`src/design/pot_pkg.sv`:
```
`timescale 1ns / 1ps
// ----------------------------------------------------------------------------
// pot_pkg
// Shared codes and control bundles for the primitive overlap tester.
// ----------------------------------------------------------------------------
package pot_pkg;

    typedef logic [1:0] t_func;

    // Test kinds carried in the func field of a request.
    localparam t_func FUNC_SPHERE_SPHERE = 2'd0;
    localparam t_func FUNC_SPHERE_BOX    = 2'd1;
    localparam t_func FUNC_BOX_BOX       = 2'd2;
    localparam t_func FUNC_POINT_BOX     = 2'd3;

    // Control leaving the compare stage.
    typedef struct packed {
        t_func func;
        logic  box_hit;    // box against box, all three axes overlap
        logic  point_hit;  // point inside box, all three axes
    } t_cmp_ctl;

    // Control leaving the square stage.
    typedef struct packed {
        logic use_dist;    // hit comes from the squared distance compare
        logic flat_hit;    // hit for the interval tests
    } t_sq_ctl;

endpackage

```
`src/design/pot_front.sv`:
```
`timescale 1ns / 1ps
// ----------------------------------------------------------------------------
// pot_front
// Stage one: unpack the coordinates, form per-axis differences against the
// B corners, evaluate the interval tests and the radius term.
// ----------------------------------------------------------------------------
module pot_front #(
    parameter int COORD_WIDTH = 16
) (
    input  logic                           i_clk,
    input  logic                           i_rst_n,
    input  logic                           i_en,
    input  logic                           i_valid,
    input  pot_pkg::t_func                 i_func,
    input  logic [3*COORD_WIDTH-1:0]       i_vec_a0,
    input  logic [3*COORD_WIDTH-1:0]       i_vec_a1,
    input  logic [3*COORD_WIDTH-1:0]       i_vec_b0,
    input  logic [3*COORD_WIDTH-1:0]       i_vec_b1,
    input  logic [COORD_WIDTH-2:0]         i_radius_a,
    input  logic [COORD_WIDTH-2:0]         i_radius_b,
    output logic                           o_valid,
    output pot_pkg::t_cmp_ctl              o_ctl,
    output logic [2:0][COORD_WIDTH:0]      o_diff_lo,
    output logic [2:0][COORD_WIDTH:0]      o_diff_hi,
    output logic [COORD_WIDTH-1:0]         o_radius
);
    import pot_pkg::*;

    localparam int DW = COORD_WIDTH + 1;

    logic [2:0][DW-1:0]       n_diff_lo;
    logic [2:0][DW-1:0]       n_diff_hi;
    logic [2:0]               axis_box;
    logic [2:0]               axis_point;
    logic [COORD_WIDTH-1:0]   n_radius;
    t_cmp_ctl                 n_ctl;

    logic                     r_valid;
    t_cmp_ctl                 r_ctl;
    logic [2:0][DW-1:0]       r_diff_lo;
    logic [2:0][DW-1:0]       r_diff_hi;
    logic [COORD_WIDTH-1:0]   r_radius;

    for (genvar g = 0; g < 3; g++) begin : g_axis
        logic signed [COORD_WIDTH-1:0] a0, a1, b0, b1;
        assign a0 = $signed(i_vec_a0[g*COORD_WIDTH +: COORD_WIDTH]);
        assign a1 = $signed(i_vec_a1[g*COORD_WIDTH +: COORD_WIDTH]);
        assign b0 = $signed(i_vec_b0[g*COORD_WIDTH +: COORD_WIDTH]);
        assign b1 = $signed(i_vec_b1[g*COORD_WIDTH +: COORD_WIDTH]);

        assign n_diff_lo[g] = {a0[COORD_WIDTH-1], a0} - {b0[COORD_WIDTH-1], b0};
        assign n_diff_hi[g] = {a0[COORD_WIDTH-1], a0} - {b1[COORD_WIDTH-1], b1};

        // Touching counts, so overlap fails only on strict separation.
        assign axis_box[g]   = !((a1 < b0) || (b1 < a0));
        // Inclusive bounds: a0 - b0 >= 0 and a0 - b1 <= 0.
        assign axis_point[g] = !n_diff_lo[g][DW-1] &&
                               (n_diff_hi[g][DW-1] || (n_diff_hi[g] == '0));
    end

    always_comb begin
        n_ctl.func      = i_func;
        n_ctl.box_hit   = &axis_box;
        n_ctl.point_hit = &axis_point;
        if (i_func == FUNC_SPHERE_SPHERE) begin
            n_radius = {1'b0, i_radius_a} + {1'b0, i_radius_b};
        end else begin
            n_radius = {1'b0, i_radius_a};
        end
    end

    always_ff @(posedge i_clk) begin
        if (!i_rst_n) begin
            r_valid <= 1'b0;
        end else if (i_en) begin
            r_valid <= i_valid;
        end
    end

    always_ff @(posedge i_clk) begin
        if (i_en) begin
            r_ctl     <= n_ctl;
            r_diff_lo <= n_diff_lo;
            r_diff_hi <= n_diff_hi;
            r_radius  <= n_radius;
        end
    end

    assign o_valid   = r_valid;
    assign o_ctl     = r_ctl;
    assign o_diff_lo = r_diff_lo;
    assign o_diff_hi = r_diff_hi;
    assign o_radius  = r_radius;

endmodule

```
`config.mk`:
```
export PLATFORM = sky130hd
export DESIGN_NAME = pot_front
export DESIGN_NICKNAME = d
export VERILOG_FILES = /design/src/design/pot_pkg.sv /design/src/design/pot_front.sv
export SDC_FILE = /design/constraint.sdc
export NUM_CORES = 1
export LEC_CHECK = 0
export BUFFER_PORTS_ARGS = -buffer_cell sky130_fd_sc_hd__buf_2
export CAP_MARGIN = 10
export CORE_UTILIZATION = 48
export CTS_BUF_LIST = sky130_fd_sc_hd__clkbuf_8
export CTS_CLUSTER_DIAMETER = 100
export DETAILED_ROUTE_END_ITERATION = 12
export PLACE_DENSITY = 0.8
export RECOVER_POWER = 50
export SLEW_MARGIN = 20
export SYNTH_ARGS = -nofsm -noshare
export SYNTH_HDL_FRONTEND = slang
export SYNTH_SLANG_ARGS = --single-unit
```
`constraint.sdc`:
```
create_clock -name i_clk -period 3.1 [get_ports i_clk]
set_input_delay 0.31 -clock i_clk [delete_from_list [all_inputs] [get_ports i_clk]]
set_output_delay 0.31 -clock i_clk [all_outputs]
set_load 0.01 [all_outputs]
```
---- Word-level counts from Yosys, hierarchy flattened ----
Index checks and enable logic that the tools add are counted.
storage, ports and cells
  flip-flop bits (word level) ............. 123
  word-level logic and storage cells ...... 47
  output and inout port bits .............. 123
cells by class
  muxes and demuxes ....................... 1
  add/sub/neg operators ................... 7
  magnitude comparators ................... 6
  reduce and logical (&&, ||, !) cells .... 21
operator list
  operator           number
  $sub 16x16->17     6
  $lt 16x16->1       6
  $logic_not 17->1   3
  $add 15x15->16     1
  $mux 15            1
  $logic_not 1->1    6
  $logic_or 1x1->1   6
  $reduce_and 3->1   2
  $logic_and 1x1->1  3
  $logic_not 2->1    1

---- Longest topological paths before layout ----
Gate-level depths: netlist (run 1).
  depth after elaboration ................. 5
  mapped depth ............................ 14

---- Worst setup path after synthesis (run 1) ----
Ideal clock, no wire load.
  path type ............................... input port to flip-flop
  from .................................... input i_vec_a0[32]
  to ...................................... register r_ctl (netlist bit o_ctl[0]) (data pin)
  setup slack ............................. -114 ps
  setup time .............................. 150 ps
  data arrival time ....................... 3,064 ps
  path buffers ............................ 0
  stages .................................. 14
  cell sequence ........................... inv_1 -> ha_1 -> inv_1 -> fa_1 -> a21o_1 -> a221oi_2 -> a21oi_1 -> a21o_1 -> a21oi_1 -> xnor2_1 -> or4_1 -> a2111oi_1 -> o22ai_1 -> nor3_2
RTL lines
  item                  line             RTL
  start, declared       pot_front.sv:15  input logic [3*COORD_WIDTH-1:0] i_vec_a0,
  end signal, assigned  pot_front.sv:82  r_ctl <= n_ctl;
  end, declared         pot_front.sv:39  t_cmp_ctl r_ctl;

==> flow_summary.json, run 1 <==
{
  "status": "finished, violations left",
  "violations": "max-capacitance violations, max-slew violations",
  "r2r-end": "o_valid",
  "routed_wl_um": 29700,
  "arrival_ns": 3.37,
  "core_mm2": 0.0211,
  "nets": 1935,
  "synth-seq-cells": 123,
  "vias": 9799,
  "grt_pass1_vias": 9680,
  "synth_cell_type_count": 70,
  "intPower_w": 0.00384,
  "timing.final.ws_setup_ns": 0.0232,
  "seqPwrFrac": 0.384,
  "reg2reg_slack_ns": 2.43,
  "crit_start": "i_vec_a0[0]",
  "swShare": 0.332,
  "worst-endpoint-required_ns": 3.39,
  "ys.flop_type": "edfxtp_1",
  "fillCellCount": 1752,
  "fin_skew_ns": 0,
  "slew_violations": 80,
  "path_class": "in -> reg",
  "synth_area_mm2": 0.0104,
  "setup_viol": 0,
  "root_buffer": "clkbuf_8",
  "r2r_cells": 2,
  "stdcell_count": 1828,
  "drtIter0Drc": 426,
  "post-route-period-util": 0.993,
  "die_h_um": 149,
  "antenna_left": 0,
  "dieArea_mm2": 0.0222,
  "io_buffers": 350,
  "hold_viol_final": 0,
  "gp_congestion": 0.875,
  "clk_path_buf_depth": 2,
  "seq_area_mm2": 0.00368,
  "drc": 0,
  "fmax_ghz": 0.325,
  "reg2reg_from": "o_valid",
  "synth.net_count": 1460,
  "tightest_slew_ns": 2.78,
  "power_leakage_nw": 6.81,
  "placed_cells": 1797,
  "grt_pass1_wl_um": 46100,
  "rsz0062_at_grt": "true",
  "max_slew_margin": -0.855,
  "ir_drop_mv": 0.226,
  "syn_area_per_cell_um2": 9.75,
  "dr.pass1.iters": 5,
  "chipWidth_um": 149,
  "layout_common_cells": "317 x buf_2, 159 x ha_1, 138 x inv_1",
  "ios": 351,
  "htreeDepth": 4,
  "switching_power_w": 0.00191,
  "multi_input_area_mm2": 0.00621,
  "area_growth_pct": 31.8,
  "grt_usage": 0.265,
  "syn_inst": 1066,
  "rows": 53,
  "crit_end": "o_ctl[0]",
  "yosysWarnings": 0,
  "synth_top_cell_by_area": "edfxtp_1",
  "synth_edf_count": 122,
  "grt_antenna_before_repair": 1,
  "clock_power_share": 0.242,
  "async_flop_share": 0,
  "dp_hpwl_um": 24600,
  "drive_above_1_share": 0.319,
  "cts_inserted_buffers": 17,
  "grt_max_degree": 48,
  "layout_commonest_cell": "buf_2",
  "post_drt_wl_per_cell_um": 16.2,
  "hold_buffers": 0,
  "start_util": 0.493,
  "clk_pin_slew_ns": 0.07,
  "p_per_area_mw_per_mm2": 420,
  "end_kind": "register",
  "cap_violations": 2,
  "combPwrFrac": 0.375,
  "fin_crit_ns": 3.08,
  "cts_tree": "yes",
  "pre_cts_ws_ns": -0.441,
  "ys_seq_area_frac": 0.355,
  "grt_overflow": 0,
  "path_max_fanout": 3,
  "cts.sinks": 123,
  "yosys-top-cells-area": "edfxtp_1 35%, ha_1 19%, inv_1 5.0%",
  "start_kind": "primary input",
  "diodes": 0,
  "hold_class": "in -> reg",
  "via_per_inst": 5.36,
  "clk_latency_ns": 0.43,
  "synth_top_area_share": 0.353
}
cell type report:
| type | count | area share |
|---|---|---|
| Multi-Input combinational cell | 799 | 0.453 |
| Sequential cell | 123 | 0.269 |
| Timing Repair Buffer | 462 | 0.188 |
| Inverter | 138 | 0.0378 |
| Tap cell | 275 | 0.0251 |
| Clock buffer | 17 | 0.0171 |
| Clock inverter | 14 | 0.00968 |
sequential cells by signal, indices dropped and copies added (netlist names):
| register | count |
|---|---|
| o_diff_hi | 51 |
| o_valid | 1 |
| o_diff_lo | 51 |
| o_radius | 16 |
| o_ctl | 4 |
timing repair:
item / 4_1_cts / 5_1_grt
setup endpoints to repair: 1 / 1
buffers inserted: 0 / 0
resized for setup: 1 / 3
endpoints found under the hold margin: 0 / 0
pin swaps: 0 / 0
worst max-delay path: stages:
cell and delay, ns:
buf_2 0.07, inv_1 0.05, ha_1 0.23, fa_1 0.42, nor2b_2 0.18, o21bai_2 0.10, a21oi_2 0.19, o31ai_1 0.14
xnor2_1 0.15, or4_1 0.51, or4b_1 0.52, nor4_2 0.19, o22ai_2 0.14, nor3_2 0.16
worst min path at each step:
stage                     startpoint       end  cells after the start
after CTS                  i_func[0]  o_ctl[2]                      1
after detailed placement   i_func[0]  o_ctl[2]                      1
after floorplan            i_func[0]  o_ctl[2]                      0
after global placement       o_valid   o_valid                      2
after global routing       i_func[0]  o_ctl[2]                      1
final                      i_func[0]  o_ctl[2]                      1
cell usage after synthesis (19+ instances only):
library cell / number
nor2b_1: 25
a21o_1: 38
nand3_1: 27
o21a_1: 19
xnor2_1: 49
xor2_1: 25
nor3_1: 25
inv_1: 137
edfxtp_1: 122
nand2_1: 52
a21oi_1: 62
ha_1: 159
o21ai_0: 38
nor2_1: 59
metrics by stage:
step                TNS [ns]  cell area, um2  hold slack [ns]  power (W)  utilization
global placement      -0.538           13300            0.501    0.00433        0.633
global route          -0.155           13700           0.0347    0.00609        0.649
finish                     0           13700           0.0649    0.00575        0.649
floorplan            -0.0487           10400            0.409    0.00344            -
CTS                        0           13700           0.0289    0.00580        0.651
detailed placement    -0.721           13300            0.505    0.00438        0.633
power by group through the flow:
stage | clock, W | combinational (W) | sequential [W]
floorplan | 0 | 0.00106 | 0.00237
global placement | 0 | 0.00209 | 0.00224
detailed placement | 0 | 0.00214 | 0.00224
CTS | 0.00143 | 0.00216 | 0.00221
global route | 0.00149 | 0.00237 | 0.00223
finish | 0.00139 | 0.00216 | 0.00221
logic make-up (layout without fill, tap and decap cells):
kind of cell / after synthesis / after routing / share of synthesized area
adders and majority gates: 166 / 166 / 0.205
xor gates and xnor gates: 75 / 75 / 0.0640
muxes: 5 / 5 / 0.00506
DFF: 123 / 123 / 0.355
buffers and inverters: 144 / 631 / 0.0520
AOI/OAI and AO/OA: 272 / 272 / 0.179
and+or+nand+nor: 281 / 281 / 0.140
per-layer routing:
| layer | global-route usage | wire [um] | share of wire | up-vias |
|---|---|---|---|---|
| li1 | - | - | - | 4854 |
| met1 | 0.320 | 12400 | 0.42 | 4468 |
| met2 | 0.456 | 14100 | 0.48 | 413 |
| met3 | 0.0596 | 2180 | 0.073 | 64 |
| met4 | 0.107 | 949 | 0.032 | 0 |
| met5 | 0 | 0 | 0 | - |
Note: power is estimated with default switching activity, not from simulation.
==> run 2: changes to the inputs <==
--- a/config.mk
+++ b/config.mk
@@ -11,7 +11,7 @@
 export CTS_BUF_LIST = sky130_fd_sc_hd__clkbuf_8
 export CTS_CLUSTER_DIAMETER = 100
 export DETAILED_ROUTE_END_ITERATION = 12
-export PLACE_DENSITY = 0.8
+export PLACE_DENSITY_LB_ADDON = 0.08
 export RECOVER_POWER = 50
 export SLEW_MARGIN = 20
 export SYNTH_ARGS = -nofsm -noshare
==> run 2 against run 1 <==
Effect of this change: the run still ends with max-capacitance violations, max-slew violations left; critical path depth down 1; clock skew unchanged; critical path type unchanged; power down 0.14%.
==> flow_summary.json, run 2 (synthesized netlist as in run 1, its figures left out) <==
{
  "busiest_layer": "met2",
  "grt_overflow": 0,
  "nets": 1943,
  "cts_inserted_buffers": 17,
  "path_class": "in -> reg",
  "gp_congestion": 0.868,
  "violations": "max-capacitance violations, max-slew violations",
  "met3_usage": 0.0563,
  "setup_viol": 0,
  "critPathSlowestCell": "or4_1",
  "path_common_cell": "or4_1",
  "start_util": 0.493,
  "place_area_mm2": 0.0134,
  "post-cts-setup-buffer-count": 0,
  "cap_violations": 1,
  "grt_pass1_vias": 9382,
  "hold_buffers": 0,
  "final_area_mm2": 0.0138,
  "vias": 9517,
  "fmax_ghz": 0.330,
  "fin_crit_ns": 3.03,
  "drtIter0Drc": 317,
  "crit_family": "simple AND/OR/NAND/NOR gates",
  "slowest_delay_ns": 0.53,
  "cts_tree": "yes",
  "via_per_inst": 5.18,
  "fin_skew_ns": 0,
  "post-route-period-util": 0.979,
  "use_met1": 0.310,
  "report.power.total_w": 0.00574,
  "grt_antenna_before_repair": 2,
  "hold_viol_final": 0,
  "power_leakage_nw": 6.94,
  "rows": 53,
  "chipWidth_um": 149,
  "io_buffers": 350,
  "htreeDepth": 4,
  "rsz0062_at_grt": "true",
  "status": "finished, violations left",
  "layout_commonest_cell": "buf_2",
  "core_mm2": 0.0211,
  "critical_path.cell_chain": "buf_2 > inv_1 > ha_1 > fa_1 > nor2b_1 > o31a_1 > a21oi_1 > or4_1 > or4_1 > or4_1 > nor4_1 > o211ai_1 > nor3_2",
  "root_buffer": "clkbuf_8",
  "arrival_ns": 3.33,
  "dr.pass1.iters": 4,
  "die_h_um": 149,
  "r2r_cells": 2,
  "routed_wl_um": 28000,
  "dieArea_mm2": 0.0222,
  "layout_common_cells": "347 x buf_2, 158 x ha_1, 137 x inv_1",
  "worst-endpoint-required_ns": 3.40,
  "clk_pin_slew_ns": 0.08,
  "grt_usage": 0.255,
  "antenna_left": 0,
  "cp_num_buf_inv": 2,
  "dp_hpwl_um": 23400,
  "p_per_area_mw_per_mm2": 416,
  "clk_latency_ns": 0.44,
  "worstSetupPathDepth": 13,
  "whs_path_depth": 2,
  "end_kind": "register",
  "area_growth_pct": 32.9,
  "grt_max_degree": 65,
  "path_max_fanout": 2,
  "max_slew_margin": -0.215,
  "start_kind": "primary input",
  "drive_above_1_share": 0.344,
  "post_drt_wl_per_cell_um": 15.2,
  "drc": 0,
  "final_util": 0.655,
  "hold_class": "in -> reg",
  "slew_violations": 64,
  "ir_drop_mv": 0.237,
  "grtUsageMet2": 0.434,
  "tightest_slew_ns": 1.82,
  "clk_path_buf_depth": 2,
  "grt_pass1_wl_um": 44100,
  "cts_resized": 0,
  "cts.sinks": 123,
  "ios": 351
}
[run 2: changes by cell type in the layout (fill, tap and decap cells not counted), sizes merged]
cell,before,now
buf,426,466
clkbuf,53,21
clkinvlp,4,2
bufinv,2,1
inv,139,143
diode,0,2
[run 2: where the power goes]
part / leakage (nW) / total, W / switching (W) / internal (W)
clock network: 0.187 / 0.00138 / 0.000739 / 0.000646
registers: 1.20 / 0.00220 / 0.0000585 / 0.00215
logic: 5.55 / 0.00216 / 0.00113 / 0.00103
total: 6.94 / 0.00574 / 0.00193 / 0.00382
[run 2: layer usage]
| layer | share of wire | routed length (um) |
|---|---|---|
| met4 | 0.034 | 954 |
| met3 | 0.072 | 2010 |
| met2 | 0.46 | 13000 |
| met1 | 0.43 | 12100 |
| met5 | 0 | 0 |
[run 2: through the flow]
step / setup WS [ns] / setup TNS, ns / std cells / hold slack [ns]
6_report: 0.0661 / 0 / 1839 / 0.0994
5_1_grt: -0.0758 / -0.0758 / 1839 / 0.0884
4_1_cts: 0.00897 / 0 / 1837 / 0.0568
3_5_place_dp: -0.461 / -0.670 / 1805 / 0.538
3_3_place_gp: -0.379 / -0.560 / 1805 / 0.500
2_1_floorplan: -0.0487 / -0.0487 / 1066 / 0.409
[run 2: worst paths after layout]
path,startpoint,end,slack (ns)
worst max-delay path,i_vec_a0[16],o_ctl[0],0.07
worst min-delay path,i_rst_n,o_valid,0.1
worst max register to register,o_valid,o_valid,2.50
worst min register to register,o_valid,o_valid,0.54
[run 2: final cells by class]
cell class              instances  area, um2
diodes                          2       5.00
clock buffers                  17        234
clock inverters                15        140
fillers                      1804       7280
inverters                     138        518
multi-input cells             799       6220
flip-flops and latches        123       3680
well taps                     275        344
repair buffers                470       2660
[run 2: worst register-to-register path, stage by stage (launching register included)]
cell and delay [ns]:
dfxtp_1 0.31, mux2i_1 0.12, nor2b_1 0.07
